===== src/design/u8sd_pkg.sv =====
// shared types and codes for the utf-8 sequence decoder
`timescale 1ns / 1ps

package u8sd_pkg;

	localparam int unsigned CpW = 21;
	localparam int unsigned CntW = 3;

	typedef enum logic [1:0] {
		ST_OK         = 2'd0,
		ST_NULL       = 2'd1,
		ST_INCOMPLETE = 2'd2,
		ST_ILLEGAL    = 2'd3
	} status_t;

	localparam logic [CntW-1:0] MaxAvail = 3'd4;

	// lead byte classified, window length checked
	typedef struct packed {
		status_t         status;
		logic [CntW-1:0] need;
		logic [6:0]      lead_bits;
		logic [7:0]      byte_second;
		logic [7:0]      byte_third;
		logic [7:0]      byte_fourth;
	} lead_t;

	// continuation bytes checked and value assembled
	typedef struct packed {
		status_t         status;
		logic [CpW-1:0]  value;
		logic [CntW-1:0] need;
	} asm_t;

	typedef struct packed {
		status_t         status;
		logic [CpW-1:0]  code_point;
		logic [CntW-1:0] byte_count;
	} rsp_t;

endpackage


===== src/design/u8sd_finish.sv =====
// stage 3: null detection and result word register
`timescale 1ns / 1ps

module u8sd_finish import u8sd_pkg::*; (
	input  logic clk,
	input  logic arst_n,
	input  logic up_valid,
	output logic up_ready,
	input  asm_t up,
	output logic dn_valid,
	input  logic dn_ready,
	output rsp_t dn
);

	logic valid_s3;
	rsp_t rsp_s3;
	rsp_t rsp_d;

	assign up_ready = !valid_s3 || dn_ready;
	assign dn_valid = valid_s3;
	assign dn       = rsp_s3;

	always_comb begin
		if (up.status != ST_OK) begin
			rsp_d.status     = up.status;
			rsp_d.code_point = '0;
			rsp_d.byte_count = '0;
		end else begin
			rsp_d.status     = (up.value == '0) ? ST_NULL : ST_OK;
			rsp_d.code_point = up.value;
			rsp_d.byte_count = up.need;
		end
	end

	always_ff @(posedge clk or negedge arst_n) begin
		if (!arst_n) begin
			valid_s3 <= 1'b0;
		end else if (up_ready) begin
			valid_s3 <= up_valid;
		end
	end

	always_ff @(posedge clk) begin
		if (up_ready && up_valid) begin
			rsp_s3 <= rsp_d;
		end
	end

endmodule


===== config.mk =====
export PLATFORM = sky130hd
export DESIGN_NAME = u8sd_finish
export DESIGN_NICKNAME = d
export VERILOG_FILES = /design/src/design/u8sd_pkg.sv /design/src/design/u8sd_finish.sv
export SDC_FILE = /design/constraint.sdc
export NUM_CORES = 1
export LEC_CHECK = 0
export ABC_AREA = 1
export ABC_CLOCK_PERIOD_IN_PS = 3600
export BUFFER_PORTS_ARGS = -buffer_cell sky130_fd_sc_hd__buf_2
export CORE_MARGIN = 2
export CORE_UTILIZATION = 40
export CTS_BUF_LIST = sky130_fd_sc_hd__clkbuf_8
export DETAILED_ROUTE_END_ITERATION = 16
export PLACE_DENSITY = 0.76
export REMOVE_ABC_BUFFERS = 1
export SLEW_MARGIN = 20
export SYNTH_ARGS = -nofsm -noshare
export SYNTH_HDL_FRONTEND = slang
export SYNTH_SLANG_ARGS = --single-unit
export TNS_END_PERCENT = 20

===== constraint.sdc =====
create_clock -name clk -period 3.6 [get_ports clk]
set_input_delay 0.9 -clock clk [delete_from_list [all_inputs] [get_ports clk]]
set_output_delay 0.9 -clock clk [all_outputs]
set_load 0.01 [all_outputs]

[After elaboration in Yosys (flattened, before gate mapping)]
Cells that the tools add are included.
Cells by class
  mux-type cells: 2
  reduce and logical (&&, ||, !) cells: 5
Operators with widths (count)
  two-way mux 26 bit: 1
  zero test 21 bit: 1
  nonzero test 2 bit: 1
  logical AND 1 bit: 1
  zero test 1 bit: 1
  logical OR 1 bit: 1
  two-way mux 1 bit: 1
Storage, ports and cells
  bits in registers: 27
  input port bits: 30
  output and inout bits: 28
  word-level logic and storage cells: 11

[Longest topological paths before layout]
  word-level depth: 3
  mapped depth: 5
  gate-level depth less buffers: 5

[Least setup slack after synthesis]
OpenSTA, ideal clock, no wires.
  kind: input to register
  start point: input up_valid
  end point: register rsp_s3, in the netlist dn[0] (enable)
  library setup time: 0.418 ns
  data arrival time: 2.234 ns
  required time: 3.182 ns
  slack: 0.948 ns
  stages on the path: 2
  buffers on the path: 0
  cell sequence: inv_1 a21oi_1
On the way
  word-level cells in the longest chain between the ends: 1
Ends and longest elaborated chain
  from (decl): line u8sd_finish.sv:7  | input logic up_valid,
  logical AND 1 bit: line u8sd_finish.sv:44  | if (up_ready && up_valid) begin
  to (signal assigned): line u8sd_finish.sv:45  | rsp_s3 <= rsp_d;
  to (decl): line u8sd_finish.sv:16  | rsp_t rsp_s3;
No other way between the ends.
A chain may end at the register's enable or synchronous reset.

[Final worst setup path]
  start point: input dn_ready
  end point: output up_ready
On the way
  word-level cells in the longest chain between the ends: 1
Ends and longest elaborated chain
  from (decl): line u8sd_finish.sv:11  | input logic dn_ready,
  logical OR 1 bit: line u8sd_finish.sv:19  | assign up_ready = !valid_s3 || dn_ready;
  to (decl): line u8sd_finish.sv:8  | output logic up_ready,
No other way between the ends.

==> metrics.cfg <==
[run_status]
status = finished clean

[floorplanning]
io-pin-count = 58
rows = 19
fp.dieH_um = 58.5
dieArea_sq_um = 3420
fp.coreArea_sq_um = 2780
die_x_um = 58.5
initial_core_util_pct = 42.6

[finish]
nets = 197
drive_above_1_share_pct = 51.2
antenna_cells = 0
area_delta_synth_final_pct = 30.0
fillers = 262
multi_input_area_sq_um = 253
fin_util_pct = 55.4
register_area_sq_um = 806

[drt]
vias_per_cell = 4.20
postRouteAntennaNets = 0
drt_iter0_drc = 24
dr.pass1.iters = 4
wl_per_cell_um = 10.4
routed_wl_um = 2040
route.vias.total = 827
drc_errors = 0

[run]
max_cap_violations = 0

[logic_synthesis]
ys_types = 12
async_flop_share_pct = 3.70
postSynthAreaPerCell_sq_um = 11.1
synthCells = 107
synth_most_common_cell = inv_1
syn_area_sq_um = 1190
synth_edf_count = 26
synth_top_area_cell = edfxtp_1
synth.top_cell.area_share_pct = 65.8
yosys-top-cells-area = edfxtp_1 (66%), nor2_2 (10%), inv_1 (8.5%)
seq_area_frac_synth_pct = 67.9
ys_warn_count = 0
synthFlopType = edfxtp_1
yosys-top-cells-count = inv_1 (27), edfxtp_1 (26), nor2_2 (19)
ys_ff_latch = 27

[critical_path]
cp_data_arrival_time_ns = 1.27
r2r_end = dn[12]
crit_fanout = 2
crit_path_end_kind = primary output
r2r_start = dn_valid
reg2regPathDepth = 2
crit_type = in2out
worstSetupStartpointType = primary input
ff2ff_setup_slack_ns = 2.38
required_ns = 2.70

[clocking]
clk_pin_slew_worst_paths_ns = 0.09
numCtsBuffers = 3
clk_path_buf_depth = 2
cts-hold-fix-buffers = 0
h-tree-depth = 1
cts_tree = yes
cts_resized = 0
cts_sinks = 27
cts-root-buf = clkbuf_8
clk_latency_ns = 0.27
cts_setup_buffers = 0

[power_and_ir_drop]
powerDensity_nw_per_um2 = 400
cellLeakagePower_nw = 0.764
p_total_w = 0.000616
vdd_ir_drop_max_uv = 225

[sta]
min_period_ns = 2.17
fin_ws_ns = 1.43
setup_viol = 0
slew_headroom_pct = 57.8
fin_tns_setup_ns = 0
hold_viol = 0
rsz0062_at_grt = false
whs_ns = 0.389
finClkSkew_ns = 0.00428
max_freq_mhz = 460
tightest_slew_ns = 0.633
finalCritPeriodShare_pct = 60.4
finalMaxSlewViolations = 0

[grt]
grt-ovfl-total = 0
grt_antenna_before_repair = 0
grt_pass1_vias = 788
grt_usage_pct = 12.3
grt_max_degree = 27
grt_pass1_wl_um = 3230

[place]
dp_hpwl_um = 1580
place_ws_ns = 1.43
place_congestion = 0.687
port_buffers = 57

[hold_path]
hp-class = in2async

==> registers in the layout, summed over array words and instances, names as in the netlist <==
name / count
dn: 26
dn_valid: 1
==> how the worst max path moves through the flow <==
stage               startpoint  endpoint  cells after the start
floorplan             up_valid     dn[0]                      2
global placement      dn_ready  up_ready                      4
detailed placement    dn_ready  up_ready                      4
CTS                   dn_ready  up_ready                      4
global route          dn_ready  up_ready                      4
finish                dn_ready  up_ready                      4
==> worst max-delay path: stages <==
cell	delay [ns]
buf_2	0.09
inv_1	0.07
nand2_1	0.07
buf_2	0.14
==> layout make-up <==
cell class	instances	share of cell area, %
Sequential cell	27	52.3
Timing Repair Buffer	58	19.0
Multi-Input combinational cell	49	16.4
Inverter	28	6.82
Clock buffer	3	2.68
Tap cell	31	2.52
Clock inverter	1	0.325
==> kinds of logic (layout without fill, tap and decap cells) <==
group                  count (synthesis)  in the layout  share of synthesized area [%]
AOI/OAI and AO/OA                      1              1                          0.422
buffers and inverters                 31             90                           11.1
DFF                                   27             27                           67.9
and+or+nand+nor                       48             48                           20.6
==> through the flow <==
step / instance area [sq um] / instances
2_1_floorplan: 1160 / 104
3_3_place_gp: 1500 / 193
6_report: 1540 / 197
3_5_place_dp: 1500 / 193
4_1_cts: 1540 / 197
5_1_grt: 1540 / 197
==> power breakdown <==
part	switching [W]	internal (W)	leakage (nW)
sequential	0.00000394	0.000363	0.268
combinational	0.0000475	0.0000321	0.470
clock	0.0000917	0.0000774	0.0255
==> layout by cell type, fill, tap and decap left out, drive strengths merged <==
cell and n:
buf 58, nor2 38, inv 28, edfxtp 26
nand2 9, clkbuf 3, a21oi 1, nand3 1
clkinv 1, dfrtp 1
==> metal layers <==
layer	share of wire, %	global-route usage (%)	up-vias
li1	-	-	435
met1	42	14.4	360
met2	49	21.5	30
met3	8.0	4.40	2
met4	0.59	2.99	0
met5	0	0	-
Power figures use the tool's default switching activity.
