File: src/design/u8sd_pkg.sv
// shared types and codes for the utf-8 sequence decoder
`timescale 1ns / 1ps

package u8sd_pkg;

	localparam int unsigned CpW = 21;
	localparam int unsigned CntW = 3;

	typedef enum logic [1:0] {
		ST_OK         = 2'd0,
		ST_NULL       = 2'd1,
		ST_INCOMPLETE = 2'd2,
		ST_ILLEGAL    = 2'd3
	} status_t;

	localparam logic [CntW-1:0] MaxAvail = 3'd4;

	// lead byte classified, window length checked
	typedef struct packed {
		status_t         status;
		logic [CntW-1:0] need;
		logic [6:0]      lead_bits;
		logic [7:0]      byte_second;
		logic [7:0]      byte_third;
		logic [7:0]      byte_fourth;
	} lead_t;

	// continuation bytes checked and value assembled
	typedef struct packed {
		status_t         status;
		logic [CpW-1:0]  value;
		logic [CntW-1:0] need;
	} asm_t;

	typedef struct packed {
		status_t         status;
		logic [CpW-1:0]  code_point;
		logic [CntW-1:0] byte_count;
	} rsp_t;

endpackage

File: src/design/u8sd_lead.sv
// stage 1: lead byte classification and available-count check
`timescale 1ns / 1ps

module u8sd_lead import u8sd_pkg::*; (
	input  logic       clk,
	input  logic       arst_n,
	input  logic       up_valid,
	output logic       up_ready,
	input  logic [7:0] byte_first,
	input  logic [7:0] byte_second,
	input  logic [7:0] byte_third,
	input  logic [7:0] byte_fourth,
	input  logic [2:0] bytes_available,
	output logic       dn_valid,
	input  logic       dn_ready,
	output lead_t      dn
);

	logic            valid_s1;
	lead_t           lead_s1;
	lead_t           lead_d;
	logic [CntW-1:0] avail;

	assign up_ready = !valid_s1 || dn_ready;
	assign dn_valid = valid_s1;
	assign dn       = lead_s1;

	always_comb begin
		avail = (bytes_available > MaxAvail) ? MaxAvail : bytes_available;
		lead_d.status      = ST_OK;
		lead_d.need        = 3'd1;
		lead_d.lead_bits   = byte_first[6:0];
		lead_d.byte_second = byte_second;
		lead_d.byte_third  = byte_third;
		lead_d.byte_fourth = byte_fourth;
		if (byte_first[7] == 1'b0) begin
			lead_d.need = 3'd1;
		end else if (byte_first[7:5] == 3'b110) begin
			lead_d.need      = 3'd2;
			lead_d.lead_bits = {2'b00, byte_first[4:0]};
		end else if (byte_first[7:4] == 4'b1110) begin
			lead_d.need      = 3'd3;
			lead_d.lead_bits = {3'b000, byte_first[3:0]};
		end else if (byte_first[7:3] == 5'b11110) begin
			lead_d.need      = 3'd4;
			lead_d.lead_bits = {4'b0000, byte_first[2:0]};
		end else begin
			lead_d.status = ST_ILLEGAL;
		end
		// an empty window is incomplete whatever the lead
		if (avail == 3'd0) begin
			lead_d.status = ST_INCOMPLETE;
		end else if (lead_d.status == ST_OK && avail < lead_d.need) begin
			lead_d.status = ST_INCOMPLETE;
		end
	end

	always_ff @(posedge clk or negedge arst_n) begin
		if (!arst_n) begin
			valid_s1 <= 1'b0;
		end else if (up_ready) begin
			valid_s1 <= up_valid;
		end
	end

	always_ff @(posedge clk) begin
		if (up_ready && up_valid) begin
			lead_s1 <= lead_d;
		end
	end

endmodule

File: config.mk
export PLATFORM = sky130hd
export DESIGN_NAME = u8sd_lead
export DESIGN_NICKNAME = d
export VERILOG_FILES = /design/src/design/u8sd_pkg.sv /design/src/design/u8sd_lead.sv
export SDC_FILE = /design/constraint.sdc
export NUM_CORES = 1
export LEC_CHECK = 0
export BUFFER_PORTS_ARGS = -buffer_cell sky130_fd_sc_hd__buf_2
export CAP_MARGIN = 5
export CORE_AREA = 4 4 78 80
export CTS_CLUSTER_SIZE = 12
export DETAILED_ROUTE_END_ITERATION = 6
export DIE_AREA = 0 0 82 84
export SKIP_LAST_GASP = 1
export SYNTH_ARGS = -nofsm -noshare
export SYNTH_HDL_FRONTEND = slang
export SYNTH_SLANG_ARGS = --single-unit
File: constraint.sdc
create_clock -name clk -period 2 [get_ports clk]
set_clock_uncertainty 0.2 [all_clocks]
set_input_delay 0.1 -clock clk [delete_from_list [all_inputs] [get_ports clk]]
set_output_delay 0.1 -clock clk [all_outputs]
set_load 0.01 [all_outputs]
Word level (Yosys, flattened, before mapping)
Cells that the tools add are included.
- order comparisons: 2
- equality and inequality tests: 3
- mux-type cells: 10
- reductions and logical operators: 7
- operator list (cell ; count):
    two-way mux 10 bit ; 3
    two-way mux 2 bit ; 4
    two-way mux 7 bit ; 1
    two-way mux 3 bit ; 2
    == test 5 bit (second input constant) ; 1
    == test 4 bit (second input constant) ; 1
    == test 3 bit (second input constant) ; 1
    > comparator 3 bit (second input constant) ; 1
    logical NOT 3 bit ; 1
    less-than comparator 3 bit ; 1
    logical AND 1 bit ; 2
    logical NOT 2 bit ; 1
    OR reduction 2 bit ; 1
    logical NOT 1 bit ; 1
    logical OR 1 bit ; 1
- register bits: 37
- input port bits: 39

Depth between registers and ports, before layout
- word-level depth: 8
- gate-level depth with buffers: 7
- depth with buffers taken out: 7

Worst setup path before layout
OpenSTA, ideal clock, no wires.
- kind: register to register
- start: register valid_s1, in the netlist dn_valid
- end: register lead_s1, in the netlist dn[0], enable pin
- arrival time: 1478 ps
- required time: 1403 ps
- setup slack: -74 ps
- cell stages (with the launch flop): 3
- buffers on the path: 0
- period minus slack after synthesis: 2074 ps
- path through: dfrtp_1 nand2b_1 and2_1
- longest elaborated chain between the ends: 3
- RTL lines (element ; line ; source):
    from (decl) ; u8sd_lead.sv:19 ; logic valid_s1;
    from (signal assigned) ; u8sd_lead.sv:62 ; valid_s1 <= up_valid;
    logical NOT 1 bit ; u8sd_lead.sv:24 ; assign up_ready = !valid_s1 || dn_ready;
    logical OR 1 bit ; u8sd_lead.sv:24 ;
    net up_ready ; u8sd_lead.sv:8 ; output logic up_ready,
    logical AND 1 bit ; u8sd_lead.sv:67 ; if (up_ready && up_valid) begin
    to (signal assigned) ; u8sd_lead.sv:68 ; lead_s1 <= lead_d;
    to (decl) ; u8sd_lead.sv:20 ; lead_t lead_s1;
The timed path passes the listed nets, and every way through them passes these cells.
A chain may end at the register's enable or synchronous reset.

==> impl_summary.txt <==
----------------------------------------------------
[Global route]
  Number of antenna violations at the first check in global routing ... 0
  Largest net degree at the start of global routing ... 37
  First-pass GRT wire length ... 4.73 mm
  Vias in the first global route ... 1046
  Remaining global-route overflow ... 0
  Overall fraction of global-route tracks in use ... 0.0920

[Clocking]
  Max Root-Sink Buffers ... 2
  Clock sink count ... 37
  H-tree levels ... 2
  Clock root cell ... sky130_fd_sc_hd__clkbuf_8
  Clock slew at the register clock pins of the worst setup and hold paths ... 0.07 ns
  TritonCTS clock tree ... yes
  Number of buffers added by the clock tree synthesis step ... 5
  Skew-Pair Late Insertion Delay ... 0.27 ns

[Yosys]
  Portion of the post-synthesis area used by sequential elements ... 0.848
  Netlist area before placement ... 1300 um^2
  Largest area contributor in the synthesized netlist ... sky130_fd_sc_hd__edfxtp_1
  Count of cell types in the netlist ... 19
  Flip-flop and latch count after synthesis ... 37
  Number of cells produced by synthesis ... 67
  Number of warnings printed during yosys synthesis ... 0
  Avg Synthesized Cell Area ... 19.5 um^2
  Cell types with the largest area share after synthesis ... sky130_fd_sc_hd__edfxtp_1, sky130_fd_sc_hd__dfrtp_1, sky130_fd_sc_hd__ha_1
  Post-Synthesis Net Count ... 108
  Fraction of synthesized cell area taken by the top area cell type ... 0.829

[Routing]
  Post-DR wirelength/cell ... 11.9 um
  Total wirelength of the detailed-routed design ... 3.07 mm
  Metal3 WL ... 395 um
  Highest layer used for signal routing ... met4
  First-pass iteration count of the detailed router ... 4
  First-iteration detailed-routing DRC count ... 16
  Remaining DRCs ... 0
  Remaining antenna violation count ... 0
  Post-route met1 wirelength ... 1.10 mm
  DR WL met2 ... 1.54 mm
  Via count ... 1010
  Mean number of vias per cell ... 3.91

[Setup path]
  Worst EP arrival ... 1.77 ns
  Type of the worst setup path ... input port to flop
  Required time at the worst-slack endpoint ... 1.82 ns
  Crit path capture type ... flop
  Critical path peak fanout ... 5
  Category of the worst setup path launch point ... input port

[Power and ir drop]
  Switching Fraction ... 0.210
  Switching component of the power ... 0.337 mW
  Max rail drop VDD ... 366 uV
  Part of the total power dissipated in the clock network ... 0.298
  Internal power summed over all cells ... 1.27 mW
  Final Power ... 1.61 mW
  Sequential power share ... 0.568
  Leakage power of the design ... 0.934 nW
  Total power density per cell area ... 717 nW/um^2
  Combinational cell fraction of total power ... 0.135

[Outcome]
  Outcome ... finished clean

[STA]
  Highest clock frequency the design can meet ... 513 MHz
  Final Cycle Share ... 0.974
  Pin slew with the least headroom to its limit ... 0.216 ns
  Final Max Tran Viols ... 0
  Minimum clock period after layout ... 1.95 ns
  Crit path setup slack, layout ... 0.0524 ns
  Hold violation total from the final report ... 0
  Total setup violations reported at the end of the flow ... 0
  Worst slew margin relative to its limit ... 0.856

[Final layout]
  Fillers ... 525
  Most frequent cells in the layout ... sky130_fd_sc_hd__buf_2, sky130_fd_sc_hd__edfxtp_1, sky130_fd_sc_hd__dlygate4sd3_1, sky130_fd_sc_hd__clkbuf_8
  # nets final ... 226
  Non-Filler Cell Area, Final ... 2240 um^2
  Multi-input gate area ... 200 um^2
  FF+latch area ... 1110 um^2
  Ratio of cells with drive above 1 in the final layout ... 0.473
  Leading cell type in the layout, fill and taps excluded ... sky130_fd_sc_hd__buf_2
  Syn-to-layout area delta ... 72.0%
  Diodes inserted ... 0

[Floorplan]
  Core region area ... 5410 um^2
  Effective utilization at floorplan ... 0.241
  Width of the die ... 82 um
  Number of primary I/O pins ... 77
  Chip height ... 84 um
  Area enclosed by the die boundary ... 6890 um^2
  Site row count ... 27

[Placement]
  Placed cell areas ... 1790 um^2
  Count of input and output buffers ... 76
  Routability-driven placement congestion ratio ... 0.722
  Pre-CTS setup slack ... 0.249 ns

[Flow run]
  Total of max-cap violations ... 0

[Hold path]
  Type of the most critical hold path ... input port to flop

----------------------------------------------------
routing by layer:
metal / vias to the layer above / GRT usage
met1: 469 / 0.0936
met3: 3 / 0.0562
met5: - / 0
met4: 0 / 0.0227
met2: 49 / 0.157
li1: 489 / -
cells by family after synthesis:
kind of cell / Yosys count / share of synthesized area
AO/OA/AOI/OAI: 6 / 0.0394
adder cells (fa/ha/maj): 2 / 0.0192
buffers and inverters: 4 / 0.0115
flip-flops: 37 / 0.848
AND/OR/NAND/NOR: 18 / 0.0816
power by group through the flow:
stage / clock network [mW] / logic, mW / registers [mW]
2_1_floorplan: 0 / 0.0401 / 0.954
3_3_place_gp: 0 / 0.161 / 0.928
3_5_place_dp: 0 / 0.164 / 0.929
4_1_cts: 0.516 / 0.217 / 0.913
5_1_grt: 0.548 / 0.238 / 0.916
6_report: 0.478 / 0.216 / 0.912
path summary, 6_finish.rpt:
path,startpoint,to,slack [ns],depth (start not counted)
worst max register to register,dn_valid,dn_valid,0.60,3
min in group asynchronous,arst_n,dn_valid,0.45,3
worst min-delay path,byte_first[6],dn[32],0.02,3
max in group asynchronous,arst_n,dn_valid,1.05,3
worst max-delay path,byte_first[5],dn[35],0.05,9
worst min register to register,dn_valid,dn[3],0.80,3
cell usage after synthesis:
master,instances
sky130_fd_sc_hd__edfxtp_1,36
sky130_fd_sc_hd__o311ai_2,1
sky130_fd_sc_hd__a21o_1,1
sky130_fd_sc_hd__nand2b_1,3
sky130_fd_sc_hd__a21oi_1,2
sky130_fd_sc_hd__inv_1,2
sky130_fd_sc_hd__and2_1,1
sky130_fd_sc_hd__nor2b_1,4
sky130_fd_sc_hd__nand2_1,4
sky130_fd_sc_hd__clkbuf_1,2
sky130_fd_sc_hd__nand3_1,2
sky130_fd_sc_hd__a21bo_1,1
sky130_fd_sc_hd__nand4_1,1
sky130_fd_sc_hd__a21boi_0,1
sky130_fd_sc_hd__nand4b_1,1
sky130_fd_sc_hd__nor3_2,1
sky130_fd_sc_hd__or3_1,1
sky130_fd_sc_hd__ha_1,2
sky130_fd_sc_hd__dfrtp_1,1
registers in the layout, indices dropped and copies added, names as in the netlist:
| name | cells |
|---|---|
| dn | 36 |
| dn_valid | 1 |
final cells by class:
| class | instances | area share |
|---|---|---|
| well taps | 72 | 0.0402 |
| clock buffers | 8 | 0.0357 |
| multi-input cells | 26 | 0.0893 |
| repair buffers | 113 | 0.338 |
| inverters | 2 | 0.00335 |
| flip-flops and latches | 37 | 0.493 |
per-stage QoR:
stage	utilization	hold slack (ns)	std cells	TNS [ns]
3_3_place_gp	0.331	-0.325	214	0
4_1_cts	0.410	0.0146	257	0
5_1_grt	0.415	0.0322	258	-0.0372
3_5_place_dp	0.331	-0.321	214	0
2_1_floorplan	-	-0.396	67	0
6_report	0.415	0.0160	258	0
critical path: stages:
cell and delay [ns]:
sky130_fd_sc_hd__dlygate4sd3_1 0.52, sky130_fd_sc_hd__buf_2 0.15, sky130_fd_sc_hd__nand2_1 0.09, sky130_fd_sc_hd__nor3_2 0.20, sky130_fd_sc_hd__inv_1 0.10, sky130_fd_sc_hd__ha_4 0.28, sky130_fd_sc_hd__nand4_1 0.11, sky130_fd_sc_hd__a21oi_2 0.14
sky130_fd_sc_hd__o311ai_2 0.09
timing repair:
item,CTS,global route
gates resized for setup,0,2
endpoints found under the hold margin,34,0
buffers inserted,0,1
hold buffers,35,0
setup endpoints to repair,0,1
Power figures use the tool's default switching activity.
