==> src/design/u8sd_pkg.sv <==
// shared types and codes for the utf-8 sequence decoder
`timescale 1ns / 1ps

package u8sd_pkg;

	localparam int unsigned CpW = 21;
	localparam int unsigned CntW = 3;

	typedef enum logic [1:0] {
		ST_OK         = 2'd0,
		ST_NULL       = 2'd1,
		ST_INCOMPLETE = 2'd2,
		ST_ILLEGAL    = 2'd3
	} status_t;

	localparam logic [CntW-1:0] MaxAvail = 3'd4;

	// lead byte classified, window length checked
	typedef struct packed {
		status_t         status;
		logic [CntW-1:0] need;
		logic [6:0]      lead_bits;
		logic [7:0]      byte_second;
		logic [7:0]      byte_third;
		logic [7:0]      byte_fourth;
	} lead_t;

	// continuation bytes checked and value assembled
	typedef struct packed {
		status_t         status;
		logic [CpW-1:0]  value;
		logic [CntW-1:0] need;
	} asm_t;

	typedef struct packed {
		status_t         status;
		logic [CpW-1:0]  code_point;
		logic [CntW-1:0] byte_count;
	} rsp_t;

endpackage

==> src/design/u8sd_assemble.sv <==
// stage 2: continuation byte check and code point assembly
`timescale 1ns / 1ps

module u8sd_assemble import u8sd_pkg::*; (
	input  logic  clk,
	input  logic  arst_n,
	input  logic  up_valid,
	output logic  up_ready,
	input  lead_t up,
	output logic  dn_valid,
	input  logic  dn_ready,
	output asm_t  dn
);

	logic       valid_s2;
	asm_t       asm_s2;
	asm_t       asm_d;
	logic [2:0] cont_ok;
	logic [2:0] cont_used;

	assign up_ready = !valid_s2 || dn_ready;
	assign dn_valid = valid_s2;
	assign dn       = asm_s2;

	always_comb begin
		cont_ok   = {up.byte_fourth[7:6] == 2'b10, up.byte_third[7:6] == 2'b10,
			up.byte_second[7:6] == 2'b10};
		cont_used = {up.need > 3'd3, up.need > 3'd2, up.need > 3'd1};
		asm_d.status = up.status;
		asm_d.need   = up.need;
		case (up.need)
			3'd2:    asm_d.value = {10'd0, up.lead_bits[4:0], up.byte_second[5:0]};
			3'd3:    asm_d.value = {5'd0, up.lead_bits[3:0], up.byte_second[5:0],
				up.byte_third[5:0]};
			3'd4:    asm_d.value = {up.lead_bits[2:0], up.byte_second[5:0],
				up.byte_third[5:0], up.byte_fourth[5:0]};
			default: asm_d.value = {14'd0, up.lead_bits};
		endcase
		// bytes past the sequence length are never looked at
		if (up.status == ST_OK && (cont_used & ~cont_ok) != 3'b000) begin
			asm_d.status = ST_ILLEGAL;
		end
	end

	always_ff @(posedge clk or negedge arst_n) begin
		if (!arst_n) begin
			valid_s2 <= 1'b0;
		end else if (up_ready) begin
			valid_s2 <= up_valid;
		end
	end

	always_ff @(posedge clk) begin
		if (up_ready && up_valid) begin
			asm_s2 <= asm_d;
		end
	end

endmodule

==> config.mk <==
export PLATFORM = sky130hd
export DESIGN_NAME = u8sd_assemble
export DESIGN_NICKNAME = d
export VERILOG_FILES = /design/src/design/u8sd_pkg.sv /design/src/design/u8sd_assemble.sv
export SDC_FILE = /design/constraint.sdc
export NUM_CORES = 1
export LEC_CHECK = 0
export ABC_AREA = 1
export BUFFER_PORTS_ARGS = -buffer_cell sky130_fd_sc_hd__buf_2
export CAP_MARGIN = 15
export CORE_MARGIN = 1.5
export CORE_UTILIZATION = 40
export DETAILED_ROUTE_END_ITERATION = 7
export PLACE_DENSITY = 0.71
export SYNTH_ARGS = -nofsm -noshare
export SYNTH_HDL_FRONTEND = slang
export SYNTH_SLANG_ARGS = --single-unit
==> constraint.sdc <==
create_clock -name clk -period 2.7 [get_ports clk]
set_input_delay 0.27 -clock clk [delete_from_list [all_inputs] [get_ports clk]]
set_output_delay 0.27 -clock clk [all_outputs]
set_load 0.01 [all_outputs]
Word-level counts from Yosys, hierarchy flattened --
Index checks and enable logic that the tools add are counted. Widths: inputs -> output; s select.
Operators by class: equal/unequal tests 6, mux-type cells 1, order comparisons 3, reduce and logical (&&, ||, !) cells 6, bitwise gates (word level) 2
Operators by type and width (count):
- $pmux 21 s3 | 1
- $eq 2x2->1 const B | 3
- $eq 3x2->1 const B | 2
- $gt 3x2->1 const B | 2
- $and 3x3->3 | 1
- $eq 3x3->1 const B | 1
- $gt 3x1->1 const B | 1
- $not 3->3 | 1
- $reduce_bool 3->1 | 1
- $logic_and 1x1->1 | 2
- $logic_not 2->1 | 1
- $logic_not 1->1 | 1
- $logic_or 1x1->1 | 1
Storage, ports and cells: output and inout bits 28, input bits 40, bits in registers 27, logic and storage cells 22

Longest topological paths before layout --
Gate-level depths: netlist of the first run.
depth in word-level cells 5, mapped depth 8, mapped depth without buffers 6

Worst setup path after synthesis of the first run --
OpenSTA, ideal clock, no wires.
kind reg2reg, start point register valid_s2 (netlist: dn_valid), end point register asm_s2, in the netlist dn[0] (enable), setup time 418 ps, arrival time 1752 ps, data required time 2282 ps, buffers on the path 0, cell stages (with the launch flop) 2, period minus slack after synthesis 2170 ps, path slack 530 ps, path through dfrtp_1 -> a21oi_1
On the way: longest elaborated chain between the ends 3
Ends and longest elaborated chain:
- start: declaration | RTL line u8sd_assemble.sv:15 | logic valid_s2;
- start signal: assignment | RTL line u8sd_assemble.sv:49 | valid_s2 <= up_valid;
- $logic_not 1->1 | RTL line u8sd_assemble.sv:21 | assign up_ready = !valid_s2 || dn_ready;
- $logic_or 1x1->1 | RTL line u8sd_assemble.sv:21
- $logic_and 1x1->1 | RTL line u8sd_assemble.sv:54 | if (up_ready && up_valid) begin
- end signal: assignment | RTL line u8sd_assemble.sv:55 | asm_s2 <= asm_d;
- end: declaration | RTL line u8sd_assemble.sv:16 | asm_t asm_s2;
No other way between the ends. A chain may end at the register's enable or synchronous reset.

Worst setup path after layout of the first run --
start point register valid_s2 (netlist: dn_valid), end point output port up_ready
On the way: longest elaborated chain between the ends 2
Ends and longest elaborated chain:
- $logic_not 1->1 | RTL line u8sd_assemble.sv:21
- $logic_or 1x1->1 | RTL line u8sd_assemble.sv:21
- end: declaration | RTL line u8sd_assemble.sv:8 | output logic up_ready,
No other way between the ends.

==> flow_summary.rst, run 1 <==
.. list-table::
   :header-rows: 1

   * - Metric
     - Value
   * - Reg-to-reg critical path startpoint
     - dn_valid
   * - Cts bufs inserted
     - 3
   * - Yosys warning total
     - 0
   * - Startpoint of the most critical hold path
     - up_valid
   * - CTS sink count
     - 27
   * - Post-layout net count
     - 257
   * - Die span in x
     - 61.66 um
   * - Portion of netlist area occupied by mux cells
     - 0%
   * - Sequential cell fraction of total power
     - 60.5%
   * - Cell with the largest stage delay on the worst path
     - sky130_fd_sc_hd__dfrtp_1
   * - Setup skew after layout
     - 0.003278 ns
   * - Setup TNS
     - 0 ns
   * - Initial antenna violation count
     - 0
   * - Pin count of the biggest net entering global routing
     - 27
   * - Number of diodes added for antenna fixing
     - 0
   * - Global routing usage summed across all routing layers
     - 16.98%
   * - Clock tree from TritonCTS
     - done
   * - Sequential share of the synthesized area
     - 58.55%
   * - Die Height
     - 61.66 um
   * - Number of vias after detailed routing
     - 1229
   * - Slack of the worst reg-to-reg path
     - 1.47 ns
   * - Clock transition at the registers of the reported paths
     - 0.14 ns
   * - Xor and xnor area share after synthesis
     - 0%
   * - Gate power share
     - 18.3%
   * - Worst EP required
     - 2.43 ns
   * - Post-synthesis net count
     - 188
   * - Period utilization
     - 46.35%
   * - Endpoint class of the critical path
     - primary output
   * - WHS Path Cells
     - 3
   * - Violation count after the first detailed-routing iteration
     - 38
   * - Cell area after layout
     - 1775 um^2
   * - Final ANT Viol Nets
     - 0
   * - Slew Limit Fails
     - 0
   * - Area inside the core boundary
     - 3311 um^2
   * - Routed wire length
     - 3072 um
   * - Synthesized-area fraction occupied by adder cells
     - 0%
   * - Fraction of power spent switching nets
     - 25.88%
   * - Initial core utilization
     - 41.57%
   * - Hold Violations, Final
     - 0
   * - Category of cells accounting for the largest share of critical-path delay
     - flip-flops
   * - Detailed-placement wirelength estimate
     - 2327 um
   * - Critical path launch point
     - dn_valid
   * - Layout Utilization
     - 53.63%
   * - Leak
     - 0.0008801 uW
   * - Summed instance area of the synthesized netlist
     - 1376 um^2
   * - Run status
     - finished, final reports clean
   * - Data arrival time at the worst-slack endpoint
     - 0.98 ns
   * - Remaining global-route overflow
     - 0
   * - Placer's final routability congestion estimate
     - 0.8012
   * - Dominant combinational cell family by area after synthesis
     - simple AND/OR/NAND/NOR gates
   * - Source-to-sink clock delay at the later pin of the worst-skew pair
     - 0.32 ns
   * - Worst Setup Start Kind
     - flip-flop
   * - Syn_area_per_cell
     - 9.299 um^2
   * - Worst Reg2Reg Path Length in Cells
     - 2
   * - Path category of the worst min-delay check
     - primary input to flip-flop
   * - Final setup fails
     - 0
   * - Worst-margin pin slew
     - 0.3353 ns
   * - Max capacitance violation total
     - 0
   * - Compound-Gate Fraction of Synth Area
     - 4.636%
   * - Number of rows created at floorplan
     - 21
   * - Post-detailed-placement cell area
     - 1739 um^2
   * - Wire length per cell
     - 11.73 um
   * - Layout cells sized above 1
     - 36.11%
   * - Via count of the first global-routing pass
     - 994
   * - Unrepaired setup endpoints after global routing
     - no
   * - Synthesized flop and latch total
     - 27
   * - Maximum ir drop on the vdd rail
     - 0.0001529 V
   * - Reg2reg end
     - dn[5]
   * - CP max FO
     - 3
   * - Clock power frac
     - 21.1%
   * - Number of different library cells in the post-synthesis netlist
     - 18
   * - Number of iterations in the first detailed-routing pass
     - 4
   * - Die area
     - 3802 um^2
   * - End of the worst hold path
     - dn_valid
   * - Max Root-Sink Buffers
     - 2
   * - Cell at the root of the clock tree
     - sky130_fd_sc_hd__clkbuf_4
   * - Post-cts resize count
     - 0
   * - Fillers
     - 333
   * - Type of the worst setup path
     - flip-flop to primary output
   * - Routed via count divided by cell count
     - 4.691
   * - Cells traversed along the worst timing path
     - nand2_1, buf_2
   * - Internal power
     - 607.7 uW
   * - Power density over the cells
     - 461.8 nW/um^2
   * - Max Clk Rate
     - 0.7991 GHz
   * - Net switching component of the power
     - 212.2 uW
   * - Area growth from synthesis to layout
     - 29.00%
   * - Minimum clock period after layout
     - 1.251 ns
   * - Max-slew headroom at the worst pin
     - 77.65%
   * - IO Port Bufs
     - 67
   * - Number of H-tree levels
     - 1
   * - Post-CTS setup buffer count
     - 0
   * - Global-route wire length before repair
     - 4616 um
   * - Number of remaining DRC errors
     - 0
   * - Simple-Gate Fraction of Synth Area
     - 28.64%
   * - IO Count
     - 68
   * - Post-synthesis instance total
     - 148
   * - Buffers & Inverters on Critical Path
     - 1
   * - Longest individual stage delay on the worst path
     - 0.44 ns
[layout make-up]
| type | instances | area, um^2 | area share [%] |
|---|---|---|---|
| multi-input combinational | 97 | 461.7 | 26.00 |
| timing repair buffer | 69 | 352.8 | 19.87 |
| tap | 46 | 57.56 | 3.242 |
| clock buffer | 4 | 26.28 | 1.480 |
| inverter | 19 | 71.32 | 4.017 |
| sequential | 27 | 805.8 | 45.38 |
[worst max-delay path by stage]
stage / endpoint / slack, ns / cells past startpoint
finish: up_ready / 1.45 / 2
global route: up_ready / 1.39 / 2
CTS: up_ready / 1.43 / 2
detailed placement: dn[10] / 1.19 / 6
global placement: dn[13] / 1.22 / 6
floorplan: dn[0] / 0.53 / 1
[worst min-delay path: cells and delay by family]
kind          cells  cell delay, ns
buf+inv           2            0.13
simple gates      1            0.07
[placed cells by master, fill, tap and decap left out, types with 2 or more instances in the layout]
cell type,netlist,final
sky130_fd_sc_hd__o21ai_0,2,2
sky130_fd_sc_hd__inv_1,18,18
sky130_fd_sc_hd__clkbuf_4,0,3
sky130_fd_sc_hd__nand3_1,15,15
sky130_fd_sc_hd__nand4_1,8,8
sky130_fd_sc_hd__buf_2,0,67
sky130_fd_sc_hd__nor2_1,21,21
sky130_fd_sc_hd__o22ai_1,3,3
sky130_fd_sc_hd__edfxtp_1,26,26
sky130_fd_sc_hd__o211ai_1,4,4
sky130_fd_sc_hd__nand2_1,38,38
sky130_fd_sc_hd__nand2_2,2,2
[state kept, by name (all words and copies together) (netlist names)]
| register | flops |
|---|---|
| dn_valid | 1 |
| dn | 26 |
[Yosys cell counts]
library cell                n  area share (%)
sky130_fd_sc_hd__nor2_2     1            0.45
sky130_fd_sc_hd__nand3_4    1             1.3
sky130_fd_sc_hd__nand2_2    2            0.91
sky130_fd_sc_hd__nand4_1    8             3.6
sky130_fd_sc_hd__nor2_1    21             5.7
sky130_fd_sc_hd__dfrtp_1    1             1.8
sky130_fd_sc_hd__nor2_4     1            0.82
sky130_fd_sc_hd__edfxtp_1  26              57
sky130_fd_sc_hd__nand3_1   15             5.5
sky130_fd_sc_hd__nand2_1   38              10
sky130_fd_sc_hd__buf_6      1            0.82
sky130_fd_sc_hd__o211ai_1   4             2.2
sky130_fd_sc_hd__buf_4      4             2.2
sky130_fd_sc_hd__o21ai_0    2            0.73
sky130_fd_sc_hd__inv_1     18             4.9
sky130_fd_sc_hd__inv_2      1            0.27
sky130_fd_sc_hd__a21oi_1    1            0.36
sky130_fd_sc_hd__o22ai_1    3             1.4
[logic make-up after synthesis]
logic type	Yosys count
and+or+nand+nor	87
DFF	27
buffers and inverters	24
AOI/OAI and AO/OA	10
[metal layers]
| layer | GRT usage (%) | wire [um] | up-vias | part of all wire [%] |
|---|---|---|---|---|
| met5 | 0 | 0 | - | 0 |
| met4 | 6.383 | 25 | 0 | 0.81 |
| met3 | 1.681 | 182 | 2 | 5.9 |
| met2 | 28.87 | 1597 | 49 | 52 |
| met1 | 22.37 | 1266 | 540 | 41 |
| li1 | - | - | 638 | - |
[timing repair]
action,CTS,global route
hold buffers,1,0
endpoints found under the hold margin,1,0
setup endpoints to repair,0,0
[per-stage QoR]
| step | hold slack, ns | total power [uW] | setup slack, ns | instances |
|---|---|---|---|---|
| global route | 0.1805 | 859.4 | 1.389 | 262 |
| floorplan | -0.02559 | 588.5 | 0.5301 | 148 |
| global placement | 0.04680 | 655.2 | 1.218 | 257 |
| CTS | 0.1705 | 827.4 | 1.434 | 262 |
| detailed placement | 0.05317 | 656.7 | 1.189 | 257 |
| finish | 0.1646 | 819.9 | 1.449 | 262 |
[power by group through the flow]
stage / clock, uW / combinational (uW) / sequential, uW
after CTS: 179 / 152 / 497
after floorplan: 0 / 66.8 / 522
final: 173 / 150 / 496
after global placement: 0 / 149 / 506
after detailed placement: 0 / 150 / 506
after global routing: 190 / 170 / 499
Note: power is estimated with default switching activity, not from simulation.
==> run 2, diff against run 1 <==
Clock period 2.7 ns to 1.2 ns, I/O delays scaled along.
==> run 2 against run 1 <==
- register-to-register slack worse by 1.4 ns
- first-iteration DRC count rose by 13%
- non-clock buffer count is 7 higher
- global-route usage decreased by 0.70 points
- clock skew barely moved
- combinational power rose by 140%
- power is 130% higher
==> flow_summary.rst, run 2 (same netlist as run 1, synthesis figures left out) <==
.. list-table::
   :header-rows: 1

   * - Metric
     - Value
   * - Run status
     - finished, final reports clean (unchanged)
   * - Detailed-placement wirelength estimate
     - 2311 um (was 2327 um)
   * - Worst-margin pin slew
     - 0.2447 ns (was 0.3353 ns)
   * - Routed wire length
     - 3060 um (was 3072 um)
   * - Critical path launch point
     - dn_valid (unchanged)
   * - Path category of the worst min-delay check
     - primary input to flip-flop (unchanged)
   * - Number of rows created at floorplan
     - 21 (unchanged)
   * - Max Root-Sink Buffers
     - 2 (unchanged)
   * - Register area
     - 805.8 um^2 (unchanged)
   * - Max Clk Rate
     - 0.9030 GHz
   * - Minimum clock period after layout
     - 1.107 ns
   * - Die Height
     - 61.66 um (unchanged)
   * - Initial core utilization
     - 41.57% (unchanged)
   * - Buffers & Inverters on Critical Path
     - 1 (unchanged)
   * - Post-CTS setup buffer count
     - 0 (unchanged)
   * - Fraction of power spent switching nets
     - 25.41% (was 25.88%)
   * - Non-filler instance count after layout
     - 269 (was 262)
   * - Setup skew after layout
     - 0.003272 ns (was 0.003278 ns)
   * - Source-to-sink clock delay at the later pin of the worst-skew pair
     - 0.31 ns (was 0.32 ns)
   * - Clock power frac
     - 20.4% (was 21.1%)
   * - Global-route wire length before repair
     - 4485 um (was 4616 um)
   * - Worst Setup Start Kind
     - flip-flop (unchanged)
   * - Remaining global-route overflow
     - 0 (unchanged)
   * - Stages on the worst setup path
     - 2 (unchanged)
   * - Via count of the first global-routing pass
     - 1036 (was 994)
   * - Pre-CTS WS
     - 0.1083 ns (was 1.189 ns)
   * - CTS sink count
     - 27 (unchanged)
   * - Internal power
     - 1388 uW (was 607.7 uW)
   * - Number of placed instances with taps included
     - 264 (was 257)
   * - Initial antenna violation count
     - 0 (unchanged)
   * - IO Count
     - 68 (unchanged)
   * - Setup crit end
     - up_ready (unchanged)
   * - Worst EP required
     - 1.08 ns (was 2.43 ns)
   * - Maximum ir drop on the vdd rail
     - 0.0004305 V (was 0.0001529 V)
   * - Clock transition at the registers of the reported paths
     - 0.13 ns (was 0.14 ns)
   * - Die area
     - 3802 um^2 (unchanged)
   * - Slack of the worst reg-to-reg path
     - 0.12 ns (was 1.47 ns)
   * - Final ANT Viol Nets
     - 0 (unchanged)
   * - Pin count of the biggest net entering global routing
     - 27 (unchanged)
   * - Largest register FFs
     - 26 (unchanged)
   * - Longest individual stage delay on the worst path
     - 0.44 ns (about the same)
   * - Worst Reg2Reg Path Length in Cells
     - 2 (unchanged)
   * - Number of iterations in the first detailed-routing pass
     - 4 (unchanged)
   * - Placer's final routability congestion estimate
     - 0.7569 (was 0.8012)
   * - Post-layout net count
     - 264 (was 257)
   * - Sequential cell fraction of total power
     - 60.0% (was 60.5%)
   * - Data arrival time at the worst-slack endpoint
     - 0.99 ns (was 0.98 ns)
   * - Reg-to-reg critical path startpoint
     - dn_valid (unchanged)
   * - Power density over the cells
     - 1007 nW/um^2 (was 461.8 nW/um^2)
   * - Violation count after the first detailed-routing iteration
     - 43 (was 38)
   * - Cell area after layout
     - 1848 um^2 (was 1775 um^2)
   * - Leading cell type in the layout, fill and taps excluded
     - sky130_fd_sc_hd__buf_2 (unchanged)
   * - Smallest setup slack after layout
     - 0.09253 ns (was 1.449 ns)
   * - Net switching component of the power
     - 472.8 uW (was 212.2 uW)
   * - Final setup fails
     - 0 (unchanged)
   * - Wire length per cell
     - 11.38 um (was 11.73 um)
   * - Number of vias after detailed routing
     - 1264 (was 1229)
   * - Fillers
     - 326 (was 333)
   * - Total area of multi-input combinational cells
     - 469.2 um^2 (was 461.7 um^2)
   * - Routed via count divided by cell count
     - 4.699 (was 4.691)
   * - Cell at the root of the clock tree
     - sky130_fd_sc_hd__clkbuf_4 (unchanged)
   * - Endpoint class of the critical path
     - primary output (unchanged)
   * - Cts bufs inserted
     - 3 (unchanged)
   * - Period utilization
     - 92.29%
   * - Overall Power
     - 1861 uW (was 819.9 uW)
   * - Slew Limit Fails
     - 0 (unchanged)
   * - Global routing usage summed across all routing layers
     - 16.28% (was 16.98%)
   * - Gate power share
     - 19.6% (was 18.3%)
   * - IO Port Bufs
     - 67 (unchanged)
   * - Unrepaired setup endpoints after global routing
     - no (unchanged)
   * - Number of H-tree levels
     - 1 (unchanged)
   * - Leak
     - 0.0009184 uW (was 0.0008801 uW)
   * - Hold Violations, Final
     - 0 (unchanged)
   * - CP max FO
     - 3 (unchanged)
   * - Top library cells by usage in the layout, fill and taps aside
     - sky130_fd_sc_hd__buf_2 (67), sky130_fd_sc_hd__nand2_1 (38), sky130_fd_sc_hd__edfxtp_1 (26) (unchanged)
   * - Cell with the largest stage delay on the worst path
     - sky130_fd_sc_hd__dfrtp_1 (unchanged)
   * - Clock tree from TritonCTS
     - done (unchanged)
   * - Type of the worst setup path
     - flip-flop to primary output (unchanged)
   * - Number of remaining DRC errors
     - 0 (unchanged)
   * - Reg2reg end
     - dn[11] (was dn[5])
   * - Max capacitance violation total
     - 0 (unchanged)
   * - Post-detailed-placement cell area
     - 1812 um^2 (was 1739 um^2)
   * - Area inside the core boundary
     - 3311 um^2 (unchanged)
   * - Category of cells accounting for the largest share of critical-path delay
     - flip-flops (unchanged)
   * - Area growth from synthesis to layout
     - 34.27% (was 29.00%)
   * - Die span in x
     - 61.66 um (unchanged)
   * - Max-slew headroom at the worst pin
     - 83.65% (was 77.65%)
   * - Number of diodes added for antenna fixing
     - 0 (unchanged)
   * - Layout cells sized above 1
     - 38.12% (was 36.11%)
   * - Cells traversed along the worst timing path
     - nand2_1, buf_2 (unchanged)
==> run 2: changes by cell type in the layout (fill, tap and decap cells not counted), sizes merged <==
cell  previous run  this run
buf             68        75
==> run 2: layout make-up <==
type	count	area share [%]
Sequential cell	27	43.60
Tap cell	46	3.114
Multi-Input combinational cell	97	25.39
Timing Repair Buffer	76	22.61
Clock buffer	4	1.422
Inverter	19	3.859
==> run 2: power groups by stage <==
stage               registers, uW  logic (uW)  clock network [uW]
CTS                          1120         369                 387
floorplan                    1170         154                   0
global placement             1140         361                   0
finish                       1120         366                 379
detailed placement           1140         365                   0
global route                 1120         410                 421
==> run 2: through the flow <==
stage | hold WS (ns) | TNS [ns] | utilization, %
after floorplan | -0.1756 | -3.548 | -
after global placement | -0.1038 | 0 | 54.72
after detailed placement | -0.1021 | 0 | 54.72
after CTS | 0.02295 | 0 | 55.82
after global routing | 0.02772 | 0 | 55.82
final | 0.02433 | 0 | 55.82
==> run 2: worst min-delay path by stage <==
| stage | startpoint | endpoint | slack [ns] | cells after the start |
|---|---|---|---|---|
| after global routing | up_valid | dn_valid | 0.03 | 3 |
| after detailed placement | arst_n | dn_valid | -0.10 | 1 |
| after global placement | arst_n | dn_valid | -0.10 | 1 |
| final | up_valid | dn_valid | 0.02 | 3 |
| after floorplan | arst_n | dn_valid | -0.18 | 0 |
| after CTS | up_valid | dn_valid | 0.02 | 3 |
==> run 2: routing by layer <==
metal / GRT usage [%] / vias to the layer above / routed length (um)
li1: - / 645 / -
met1: 20.77 / 558 / 1323
met2: 27.37 / 55 / 1510
met3: 1.891 / 6 / 188
met4: 7.903 / 0 / 37
met5: 0 / - / 0
==> run 2: what timing repair did <==
action,in CTS,in global routing
hold buffers,1,0
gates resized for setup,0,0
endpoints found under the hold margin,1,0
setup endpoints to repair,0,0
==> run 2: tightest hold or removal path, cell delays in order <==
cell and delay [ns]:
sky130_fd_sc_hd__buf_2 0.07, sky130_fd_sc_hd__inv_1 0.06, sky130_fd_sc_hd__nand2_1 0.06
